<file path="src/hw/rtl/rdr_pkg.sv">
// shared types, codes and constants of the radix digit entry register
package rdr_pkg;

  localparam int VALUE_W  = 16;
  localparam int DIGITS   = 5;
  localparam int BCD_W    = 4 * DIGITS;
  localparam int PROD_W   = VALUE_W + 4;
  localparam int COUNT_W  = $clog2(VALUE_W + 1);

  localparam logic [VALUE_W-1:0] VALUE_MAX  = 16'hffff;
  localparam logic [VALUE_W-1:0] CHAR_LIMIT = 16'h0100;
  // x / 10 == (x * 0xcccd) >> 19 for every 16-bit x
  localparam logic [VALUE_W-1:0] DIV10_RECIP = 16'hcccd;
  localparam int                 DIV10_SHIFT = 19;

  // operation codes
  localparam logic [2:0] MODE_DIGIT     = 3'd0;
  localparam logic [2:0] MODE_CLEAR     = 3'd1;
  localparam logic [2:0] MODE_BACKSPACE = 3'd2;
  localparam logic [2:0] MODE_INC       = 3'd3;
  localparam logic [2:0] MODE_DEC       = 3'd4;

  // radix select codes
  localparam logic [1:0] RADIX_HEX = 2'd0;
  localparam logic [1:0] RADIX_DEC = 2'd1;
  localparam logic [1:0] RADIX_OCT = 2'd2;
  localparam logic [1:0] RADIX_BIN = 2'd3;

  typedef struct packed {
    logic [2:0] ten_thousands;
    logic [3:0] thousands;
    logic [3:0] hundreds;
    logic [3:0] tens;
    logic [3:0] ones;
  } rdr_digits_t;

  function automatic logic [4:0] radix_value(input logic [1:0] sel);
    logic [4:0] r;
    case (sel)
      RADIX_HEX: r = 5'd16;
      RADIX_DEC: r = 5'd10;
      RADIX_OCT: r = 5'd8;
      RADIX_BIN: r = 5'd2;
      default:   r = 5'd10;
    endcase
    return r;
  endfunction

endpackage

</file>
<file path="src/hw/rtl/rdr_next_value.sv">
// next entry value and reject flag for one keypad operation
module rdr_next_value (
  input  logic [rdr_pkg::VALUE_W-1:0] value,
  input  logic [2:0]                  mode,
  input  logic [3:0]                  digit,
  input  logic [1:0]                  radix_sel,
  output logic [rdr_pkg::VALUE_W-1:0] next_value,
  output logic                        rejected
);

  logic [rdr_pkg::PROD_W-1:0]    v_ext;
  logic [rdr_pkg::PROD_W-1:0]    shifted;
  logic [rdr_pkg::PROD_W-1:0]    prod;
  logic [2*rdr_pkg::VALUE_W-1:0] recip_prod;
  logic [rdr_pkg::VALUE_W-1:0]   quot;
  logic [4:0]                    radix;

  assign v_ext = {4'b0, value};
  assign radix = rdr_pkg::radix_value(radix_sel);
  assign recip_prod = value * rdr_pkg::DIV10_RECIP;

  always_comb begin
    case (radix_sel)
      rdr_pkg::RADIX_HEX: begin
        shifted = v_ext << 4;
        quot    = value >> 4;
      end
      rdr_pkg::RADIX_DEC: begin
        shifted = (v_ext << 3) + (v_ext << 1);
        quot    = rdr_pkg::VALUE_W'(recip_prod >> rdr_pkg::DIV10_SHIFT);
      end
      rdr_pkg::RADIX_OCT: begin
        shifted = v_ext << 3;
        quot    = value >> 3;
      end
      rdr_pkg::RADIX_BIN: begin
        shifted = v_ext << 1;
        quot    = value >> 1;
      end
      default: begin
        shifted = v_ext;
        quot    = value;
      end
    endcase
  end

  assign prod = shifted + {{(rdr_pkg::PROD_W-4){1'b0}}, digit};

  always_comb begin
    next_value = value;
    rejected   = 1'b0;
    case (mode)
      rdr_pkg::MODE_DIGIT: begin
        // refused when digit is out of radix or the shift overflows
        if ({1'b0, digit} >= radix ||
            prod[rdr_pkg::PROD_W-1:rdr_pkg::VALUE_W] != '0) begin
          rejected = 1'b1;
        end else begin
          next_value = prod[rdr_pkg::VALUE_W-1:0];
        end
      end
      rdr_pkg::MODE_CLEAR:     next_value = '0;
      rdr_pkg::MODE_BACKSPACE: next_value = quot;
      rdr_pkg::MODE_INC: begin
        if (value != rdr_pkg::VALUE_MAX) next_value = value + 1'b1;
      end
      rdr_pkg::MODE_DEC: begin
        if (value != '0) next_value = value - 1'b1;
      end
      default: next_value = value;
    endcase
  end

endmodule

</file>
<file path="src/hw/rtl/rdr_bcd_conv.sv">
// iterative binary to decimal converter, one shift-and-correct step a cycle
module rdr_bcd_conv (
  input  logic                        clk,
  input  logic                        rst_n,
  input  logic                        start,
  input  logic [rdr_pkg::VALUE_W-1:0] value,
  output logic                        done,
  output rdr_pkg::rdr_digits_t        digits
);

  logic [rdr_pkg::VALUE_W-1:0] bin_r, bin_nxt;
  logic [rdr_pkg::BCD_W-1:0]   bcd_r, bcd_nxt;
  logic [rdr_pkg::BCD_W-1:0]   bcd_adj;
  logic [rdr_pkg::COUNT_W-1:0] count_r, count_nxt;
  logic                        busy_r, busy_nxt;
  logic                        done_r, done_nxt;

  // add 3 to every digit of 5 or more before the shift
  always_comb begin
    for (int i = 0; i < rdr_pkg::DIGITS; i++) begin
      if (bcd_r[4*i +: 4] >= 4'd5) bcd_adj[4*i +: 4] = bcd_r[4*i +: 4] + 4'd3;
      else                         bcd_adj[4*i +: 4] = bcd_r[4*i +: 4];
    end
  end

  always_comb begin
    bin_nxt   = bin_r;
    bcd_nxt   = bcd_r;
    count_nxt = count_r;
    busy_nxt  = busy_r;
    done_nxt  = 1'b0;
    if (start) begin
      bin_nxt   = value;
      bcd_nxt   = '0;
      count_nxt = rdr_pkg::COUNT_W'(rdr_pkg::VALUE_W);
      busy_nxt  = 1'b1;
    end else if (busy_r) begin
      {bcd_nxt, bin_nxt} = {bcd_adj[rdr_pkg::BCD_W-2:0], bin_r, 1'b0};
      count_nxt = count_r - 1'b1;
      if (count_r == rdr_pkg::COUNT_W'(1)) begin
        busy_nxt = 1'b0;
        done_nxt = 1'b1;
      end
    end
  end

  always_ff @(posedge clk) begin
    if (!rst_n) begin
      busy_r  <= 1'b0;
      done_r  <= 1'b0;
      count_r <= '0;
    end else begin
      busy_r  <= busy_nxt;
      done_r  <= done_nxt;
      count_r <= count_nxt;
    end
    bin_r <= bin_nxt;
    bcd_r <= bcd_nxt;
  end

  assign done   = done_r;
  // ten thousands digit never exceeds 6, so its top bit is dropped
  assign digits = rdr_pkg::rdr_digits_t'(bcd_r[rdr_pkg::BCD_W-2:0]);

endmodule

</file>
<file path="src/hw/rtl/radix_digit_entry_register_unit.sv">
// top level of the radix digit entry register
//
// Keypad entry register: holds a 16-bit value edited one operation per
// input transfer (digit, clear, backspace, increment, decrement) in the
// radix held by the cfg register (hex, decimal, octal, binary).
// Input channel in_valid/in_ready carries in_mode and in_digit; every
// accepted transfer gives exactly one result on out_valid/out_ready with
// the new value, its five decimal digits and status flags.
// cfg_wr_en writes cfg_wr_data into the radix register at once; write it
// only while no operation is in flight.
// An input transfer is worked in order: update the value and start the
// converter, 16 steps of the shared shift-and-add-3 unit, see the
// converter finish, load the result. One operation is in flight at a
// time, so the next input transfer is taken only once the result is
// loaded, which may wait on out_ready. in_ready is low while an item is
// being worked.
// A stalled receiver holds the result register; a finished conversion
// waits until that register is free, so nothing is dropped.
// Reset (rst_n low, synchronous) clears the value to zero, sets the
// radix to decimal and empties the result register.
module radix_digit_entry_register_unit (
  input  logic        clk,
  input  logic        rst_n,
  input  logic        cfg_wr_en,
  input  logic [1:0]  cfg_wr_data,
  input  logic        in_valid,
  output logic        in_ready,
  input  logic [2:0]  in_mode,
  input  logic [3:0]  in_digit,
  output logic        out_valid,
  input  logic        out_ready,
  output logic [15:0] out_current_value,
  output logic [2:0]  out_ten_thousands,
  output logic [3:0]  out_thousands,
  output logic [3:0]  out_hundreds,
  output logic [3:0]  out_tens,
  output logic [3:0]  out_ones,
  output logic        out_at_zero,
  output logic        out_at_max,
  output logic        out_entry_rejected,
  output logic        out_char_valid
);

  typedef enum logic [1:0] {
    ST_IDLE,
    ST_UPDATE,
    ST_CONV,
    ST_OUT
  } state_t;

  state_t                       state_r;
  logic [1:0]                   radix_r;
  logic [2:0]                   mode_r;
  logic [3:0]                   digit_r;
  logic [rdr_pkg::VALUE_W-1:0]  value_r;
  logic                         rejected_r;
  logic [rdr_pkg::VALUE_W-1:0]  next_value;
  logic                         next_rejected;
  logic                         conv_start;
  logic                         conv_done;
  rdr_pkg::rdr_digits_t         digits;
  logic                         out_free;

  rdr_next_value u_next (
    .value      (value_r),
    .mode       (mode_r),
    .digit      (digit_r),
    .radix_sel  (radix_r),
    .next_value (next_value),
    .rejected   (next_rejected)
  );

  rdr_bcd_conv u_bcd (
    .clk    (clk),
    .rst_n  (rst_n),
    .start  (conv_start),
    .value  (next_value),
    .done   (conv_done),
    .digits (digits)
  );

  assign in_ready   = (state_r == ST_IDLE);
  assign conv_start = (state_r == ST_UPDATE);
  assign out_free   = !out_valid || out_ready;

  always_ff @(posedge clk) begin
    if (!rst_n) begin
      state_r   <= ST_IDLE;
      radix_r   <= rdr_pkg::RADIX_DEC;
      value_r   <= '0;
      out_valid <= 1'b0;
    end else begin
      if (cfg_wr_en) radix_r <= cfg_wr_data;
      if (out_valid && out_ready && state_r != ST_OUT) out_valid <= 1'b0;
      case (state_r)
        ST_IDLE: begin
          if (in_valid) state_r <= ST_UPDATE;
        end
        ST_UPDATE: begin
          // converter loads the new value at this same edge
          value_r    <= next_value;
          rejected_r <= next_rejected;
          state_r    <= ST_CONV;
        end
        ST_CONV: begin
          if (conv_done) state_r <= ST_OUT;
        end
        ST_OUT: begin
          if (out_free) begin
            out_valid          <= 1'b1;
            out_current_value  <= value_r;
            out_ten_thousands  <= digits.ten_thousands;
            out_thousands      <= digits.thousands;
            out_hundreds       <= digits.hundreds;
            out_tens           <= digits.tens;
            out_ones           <= digits.ones;
            out_at_zero        <= (value_r == '0);
            out_at_max         <= (value_r == rdr_pkg::VALUE_MAX);
            out_entry_rejected <= rejected_r;
            out_char_valid     <= (value_r < rdr_pkg::CHAR_LIMIT);
            state_r            <= ST_IDLE;
          end
        end
        default: state_r <= ST_IDLE;
      endcase
    end
    if (in_valid && in_ready) begin
      mode_r  <= in_mode;
      digit_r <= in_digit;
    end
  end

endmodule

</file>
<file path="config.mk">
export PLATFORM = sky130hd
export DESIGN_NAME = radix_digit_entry_register_unit
export DESIGN_NICKNAME = d
export VERILOG_FILES = /design/src/hw/rtl/rdr_pkg.sv /design/src/hw/rtl/rdr_next_value.sv /design/src/hw/rtl/rdr_bcd_conv.sv /design/src/hw/rtl/radix_digit_entry_register_unit.sv
export SDC_FILE = /design/constraint.sdc
export NUM_CORES = 1
export LEC_CHECK = 0
export BUFFER_PORTS_ARGS = -buffer_cell sky130_fd_sc_hd__buf_2
export CORE_UTILIZATION = 25
export CTS_CLUSTER_DIAMETER = 80
export CTS_CLUSTER_SIZE = 14
export DETAILED_ROUTE_END_ITERATION = 8
export PLACE_DENSITY_LB_ADDON = 0.08
export SLEW_MARGIN = 20
export SYNTH_ARGS = -nofsm -noshare
export SYNTH_HDL_FRONTEND = slang
export SYNTH_SLANG_ARGS = --single-unit
</file>
<file path="constraint.sdc">
create_clock -name clk -period 8.2 [get_ports clk]
set_clock_uncertainty 0.1 [all_clocks]
set_input_delay 0.41 -clock clk [delete_from_list [all_inputs] [get_ports clk]]
set_output_delay 0.41 -clock clk [all_outputs]
set_load 0.005 [all_outputs]
</file>
=== Word-level counts from Yosys, hierarchy flattened ===
Index checks and enable logic that the tools add are counted.

* Register bits after elaboration: 111
* Bits of input ports: 14
* Output and inout bits: 41
* Word-level logic and storage cells: 106

* Add/subtract/negate cells: 10
* Multipliers: 1
* Order comparisons: 7
* Eq/ne operators: 17
* Mux-type cells: 28
* Bitwise operators: 2
* Reduce and logical (&&, ||, !) cells: 18

{| class="wikitable"
|+ Operator list
! kind !! count
|-
| $mux W16 || 5
|-
| $pmux W16 S5 || 1
|-
| $pmux W20 S4 || 1
|-
| $pmux W16 S4 || 1
|-
| $mul A16 B16 Y32 const B || 1
|-
| $add A19 B17 Y20 || 1
|-
| $add A20 B4 Y20 || 1
|-
| $ge A4 B3 Y1 const B || 5
|-
| $pmux W5 S4 || 1
|-
| $add A16 B1 Y16 const B || 1
|-
| $add A4 B2 Y4 const B || 4
|-
| $eq A16 B16 Y1 const B || 1
|-
| $logic_not A16 Y1 || 1
|-
| $lt A16 B9 Y1 const B || 1
|-
| $mux W4 || 4
|-
| $ne A16 B16 Y1 const B || 1
|-
| $reduce_bool A16 Y1 || 1
|-
| $sub A16 B1 Y16 const B || 1
|-
| $mux W5 || 2
|-
| $eq A2 B2 Y1 const B || 4
|-
| $mux W1 || 8
|-
| $pmux W2 S4 || 1
|-
| $eq A3 B2 Y1 const B || 2
|-
| $mux W2 || 3
|-
| other kinds (22) || 31
|}

=== Depth between registers and ports, before layout ===
* Depth in word-level cells: 8
* Mapped depth: 26
* Depth with buffers taken out: 24

=== Hierarchy ===
A second synthesis with hierarchy kept.

* Cells, all modules: 1430
* Area total of the unflattened synthesis: 13135.1 um2

{| class="wikitable"
|+ By module, submodules not included
! module !! instances !! cells an instance !! area each (um2) !! seq. area each (um2)
|-
| rdr_next_value || 1 || 1057 || 8418.1 || 0.0
|-
| radix_digit_entry_register_unit || 1 || 142 || 2392.3 || 1831.8
|-
| rdr_bcd_conv || 1 || 231 || 2324.7 || 1021.0
|}

=== Worst setup path before layout ===
Ideal clock, no wire load.

* Path type: register to register
* From: reg value_r[3] in the netlist's numbering
* To: reg u_bcd.bin_r[2] in the netlist's numbering (data pin)
* Setup time: 0.279 ns
* Arrival: 6.056 ns
* Required time: 7.821 ns
* Slack: 1.765 ns
* Cell stages (with the launch flop): 24
* Path buffers: 1
* Clock period less this slack: 6.435 ns
* Cells stage by stage: dfxtp_1 clkbuf_1 inv_1 ha_1 inv_1 fa_1 inv_1 fa_1 fa_1 fa_1 inv_1 fa_1 inv_1 ha_1 and3_1 a31o_2 a21oi_1 o21ai_0 or2_2 a211oi_1 o311ai_0 a311o_1 a21oi_1 a311oi_1

* Word-level cells in the longest chain between the ends: 8
* Elaborated cells on any way between the ends: 14
* Classes of those cells: 2 x add/sub; 1 x mul; 1 x eq/ne; 7 x mux; 3 x reduce/logical

{| class="wikitable"
|+ Ends and longest elaborated chain
! element !! RTL line !! text
|-
| from (decl) || radix_digit_entry_register_unit.sv:55 || <nowiki>logic [rdr_pkg::VALUE_W-1:0] value_r;</nowiki>
|-
| from (signal assigned) || radix_digit_entry_register_unit.sv:101 || <nowiki>value_r <= next_value;</nowiki>
|-
| $add A19 B17 Y20 || rdr_next_value.sv:29 || <nowiki>shifted = (v_ext << 3) + (v_ext << 1);</nowiki>
|-
| $pmux W20 S4 || rdr_next_value.sv:23 || <nowiki>case (radix_sel)</nowiki>
|-
| $add A20 B4 Y20 || rdr_next_value.sv:47 || <nowiki>assign prod = shifted + {{(rdr_pkg::PROD_W-4){1'b0}}, digit};</nowiki>
|-
| $reduce_bool A4 Y1 || rdr_next_value.sv:56 || <nowiki>prod[rdr_pkg::PROD_W-1:rdr_pkg::VALUE_W] != '0) begin</nowiki>
|-
| $logic_or A1 B1 Y1 || rdr_next_value.sv:55 || <nowiki>if ({1'b0, digit} >= radix ||</nowiki>
|-
| $mux W16 || rdr_next_value.sv:55 ||
|-
| $pmux W16 S5 * || rdr_next_value.sv:52 || <nowiki>case (mode)</nowiki>
|-
| $mux W16 * || rdr_bcd_conv.sv:32 || <nowiki>if (start) begin</nowiki>
|-
| via u_bcd.bin_nxt (one bit) || rdr_bcd_conv.sv:11 || <nowiki>logic [rdr_pkg::VALUE_W-1:0] bin_r, bin_nxt;</nowiki>
|-
| to (signal assigned) || rdr_bcd_conv.sv:57 || <nowiki>bin_r <= bin_nxt;</nowiki>
|-
| to (decl) || rdr_bcd_conv.sv:11 ||
|}

Mark *: on every way through the listed nets, which the timed path passes. The rest lies on a longest branch. The select of a mux whose other input is x is not followed.
A chain may end at the register's enable or synchronous reset.

=== Final worst setup path ===
Same ends and word-level chain as after synthesis.

==> results by group <==
Clock tree
  • Clock buffer depth: 2
  • CTS Root Cell: clkbuf_16
  • CTS tree: yes
  • CTS-repair resized insts: 0
  • Clock slew at reported path FFs: 80 ps
  • CTS Buf Count: 9
  • CTS Sinks: about 110
  • CTS H-tree depth: 3
  • Worst-Skew Late Latency: between 300 and 400 ps
  • Post-CTS Hold Buffers: 0
  • Post-CTS Setup Bufs: 0

Synth
  • Synth Area per Inst: just over 9 um^2
  • Synthesized area: ~12,000 um^2
  • Top cells by area, synth: ha_1, edfxtp_1, fa_1
  • Post-synth EDFFs: between 60 and 70
  • Syn_nets: ~1.7k
  • Post-synth ARST share: 0
  • Yosys warns: 0
  • Register area share after synthesis: 0.230
  • Cells after Synth: around 1.4k
  • Seq cells post-synth: roughly 110
  • Synth area leader: ha_1
  • Post-synth cell types: just under 90
  • Post-synth top flop: edfxtp_1
  • Share of the synthesized area in the top cell type: 0.189

Timing
  • Fin. max-slew vios: 0
  • Tcrit/Tclk final: 0.918
  • RSZ-0062 raised after global routing: no
  • Tmin final: 7530 ps
  • Final hold violations: 0
  • Setup TNS: 0 ps
  • Final setup fails: 0
  • Fmax: about 0.13 GHz
  • Worst Tran Pin Value: 1090 ps
  • Rel. slew slack: 0.271

Power
  • Sequential power share: 0.141
  • Max VDD drop: between 0.15 and 0.2 mV
  • LEAKAGE: 6.36 nW
  • Sw power: about 3.3 mW
  • Internal Power: 2.70 mW
  • Clk network pwr share: 0.083
  • Power per cell area: between 400 and 500 nW/um^2
  • Logic gate share of total power: 0.777
  • Switching share of power: 0.548

Outcome
  • Status: finished, final reports clean

Finish
  • Area growth from synthesis to final layout: 11.8%
  • Finished Layout Cells: ~2.1k
  • Layout cells sized above 1: 0.0953
  • Net count, final: approximately 1.7k
  • N_diodes: 0

Floorplan
  • FP Rows: just over 80
  • Die area: around 51,000 um^2
  • Die Y: 225 um
  • Core area: around 50,000 um^2
  • Starting Density: 0.254
  • I/O Pins: 55
  • Die W: ~220 um

Detailed routing
  • ANT nets after route: 0
  • Final WL: 45,800 um
  • Vias per std cell: between 4 and 5
  • DRT Pass-1 Iters: 5
  • DRC Markers: 0
  • Routed wire per std cell: 21.9 um
  • Initial DRC count: ~680
  • DR vias: around 10k

Setup path
  • Crit path launch type: register
  • Crit-path max FO: 7
  • CP arrival: 7510 ps
  • CP required: between 8000 and 9000 ps
  • Critical path class: register to register
  • Crit. End Element: register

Placement
  • Number of cells after detailed placement: around 2.1k
  • GP Congestion: around 0.9
  • Final HPWL DP: between 30,000 and 40,000 um
  • Buffers on Ports: 54

GRT
  • Grt ovf: 0
  • Initial antenna violation count: 2
  • Largest net degree at the start of global routing: 54
  • First-pass GRT wire length: between 60,000 and 70,000 um
  • Tot GR Track Use: 0.187
  • Vias in the first global route: ~11k

Run
  • Maxcap violations: 0

Worst hold path
  • Hold Path Class: input port to register
[worst max-delay path, stage by stage (launching register included)]
cell,delay [ps]
dfxtp_1,540
inv_1,210
ha_1,420
inv_1,80
fa_1,480
inv_1,60
fa_1,520
fa_1,550
fa_1,550
inv_1,60
fa_1,540
inv_1,40
ha_1,310
and3_1,220
a31o_2,250
a21oi_1,140
o21ai_0,140
or2_2,330
a211oi_1,640
o311ai_0,210
a311o_1,430
a21oi_1,310
a311oi_1,90
[flip-flops by register name, summed over array words and instances (netlist names)]
| signal | cells |
|---|---|
| u_bcd.count_r | 5 |
| out_char_valid | 1 |
| u_bcd.done | 1 |
| out_current_value | 16 |
| out_ten_thousands | 3 |
| out_at_max | 1 |
| out_ones | 4 |
| mode_r | 3 |
| digit_r | 4 |
| u_bcd.bin_r | 16 |
| out_thousands | 4 |
| u_bcd.bcd_r | 20 |
| radix_r | 2 |
| out_entry_rejected | 1 |
| out_valid | 1 |
| state_r | 2 |
| out_tens | 4 |
| value_r | 16 |
| out_hundreds | 4 |
| u_bcd.busy_r | 1 |
| rejected_r | 1 |
| out_at_zero | 1 |
[layout by cell type (no fill, tap or decap), drive strengths merged, types with 9 or more instances in the layout]
cell type  instances
inv              224
fa                81
nor3              27
xnor2             29
a311oi            14
nand3             27
ha               188
o21ai             55
nor2             100
buf               86
dfxtp             48
edfxtp            63
a221oi            11
nor4              12
and2               9
nand2b            19
a21o              13
o21a              11
a31oi              9
clkbuf             9
and3              12
a211oi            21
xor2              22
a21oi             81
nand2             83
o211ai            13
nor2b             13
mux2i             20
[metal layers]
| layer | routed length (um) | global-route usage |
|---|---|---|
| met5 | 20 | 0 |
| met1 | 20400 | 0.245 |
| met3 | 2000 | 0.0248 |
| met2 | 22100 | 0.319 |
| met4 | 1150 | 0.0527 |
[per-stage QoR]
| step | area [um^2] | power, mW | hold WS [ps] | util | setup slack [ps] |
|---|---|---|---|---|---|
| final | 13900 | 5.98 | 118 | 0.284 | 669 |
| after floorplan | 12400 | 4.02 | 300 | - | 1760 |
| after detailed placement | 13600 | 5.49 | 312 | 0.277 | 719 |
| after global placement | 13600 | 5.58 | 303 | 0.277 | 778 |
| after CTS | 13900 | 6.07 | 94.9 | 0.284 | 692 |
| after global routing | 13900 | 6.71 | 97.0 | 0.284 | 338 |
[power by group through the flow]
stage	logic (mW)	registers (mW)	clock network [mW]
after global placement	4.72	0.853	0
after detailed placement	4.64	0.855	0
after floorplan	3.16	0.855	0
after CTS	4.71	0.843	0.516
final	4.64	0.841	0.495
after global routing	5.32	0.857	0.532
[synth_stat cells (29+ instances only)]
library cell and instances:
edfxtp_1 63, o21ai_0 51, fa_1 81, nand2_1 83, a21oi_1 81, nor2_1 100, clkbuf_1 38, inv_1 219
xnor2_1 29, ha_1 188, dfxtp_1 48
[cells by family after synthesis]
| group | after synthesis | synth area share |
|---|---|---|
| AOI/OAI and AO/OA | 308 | 0.177 |
| xor gates and xnor gates | 51 | 0.0359 |
| adders and majority gates | 269 | 0.320 |
| muxes | 26 | 0.0218 |
| buffers and inverters | 271 | 0.0839 |
| DFF | 111 | 0.230 |
| and+or+nand+nor | 338 | 0.132 |
[layout make-up]
class / count / area, um^2
Fill cell: 5255 / 35000
Clock buffer: 9 / 225
Clock inverter: 7 / 103
Timing Repair Buffer: 86 / 510
Sequential cell: 111 / 2850
Multi-Input combinational cell: 992 / 8550
Inverter: 222 / 833
Tap cell: 664 / 831
[path summary, 6_finish.rpt]
path                                  from            endpoint  slack [ps]  depth (start not counted)
worst min register to register  rejected_r  out_entry_rejected         330                          0
worst max register to register  value_r[3]      u_bcd.bin_r[2]         670                         22
worst max-delay path            value_r[3]      u_bcd.bin_r[2]         670                         22
worst min-delay path            in_mode[2]           mode_r[2]         120                          1
Power figures use the tool's default switching activity.
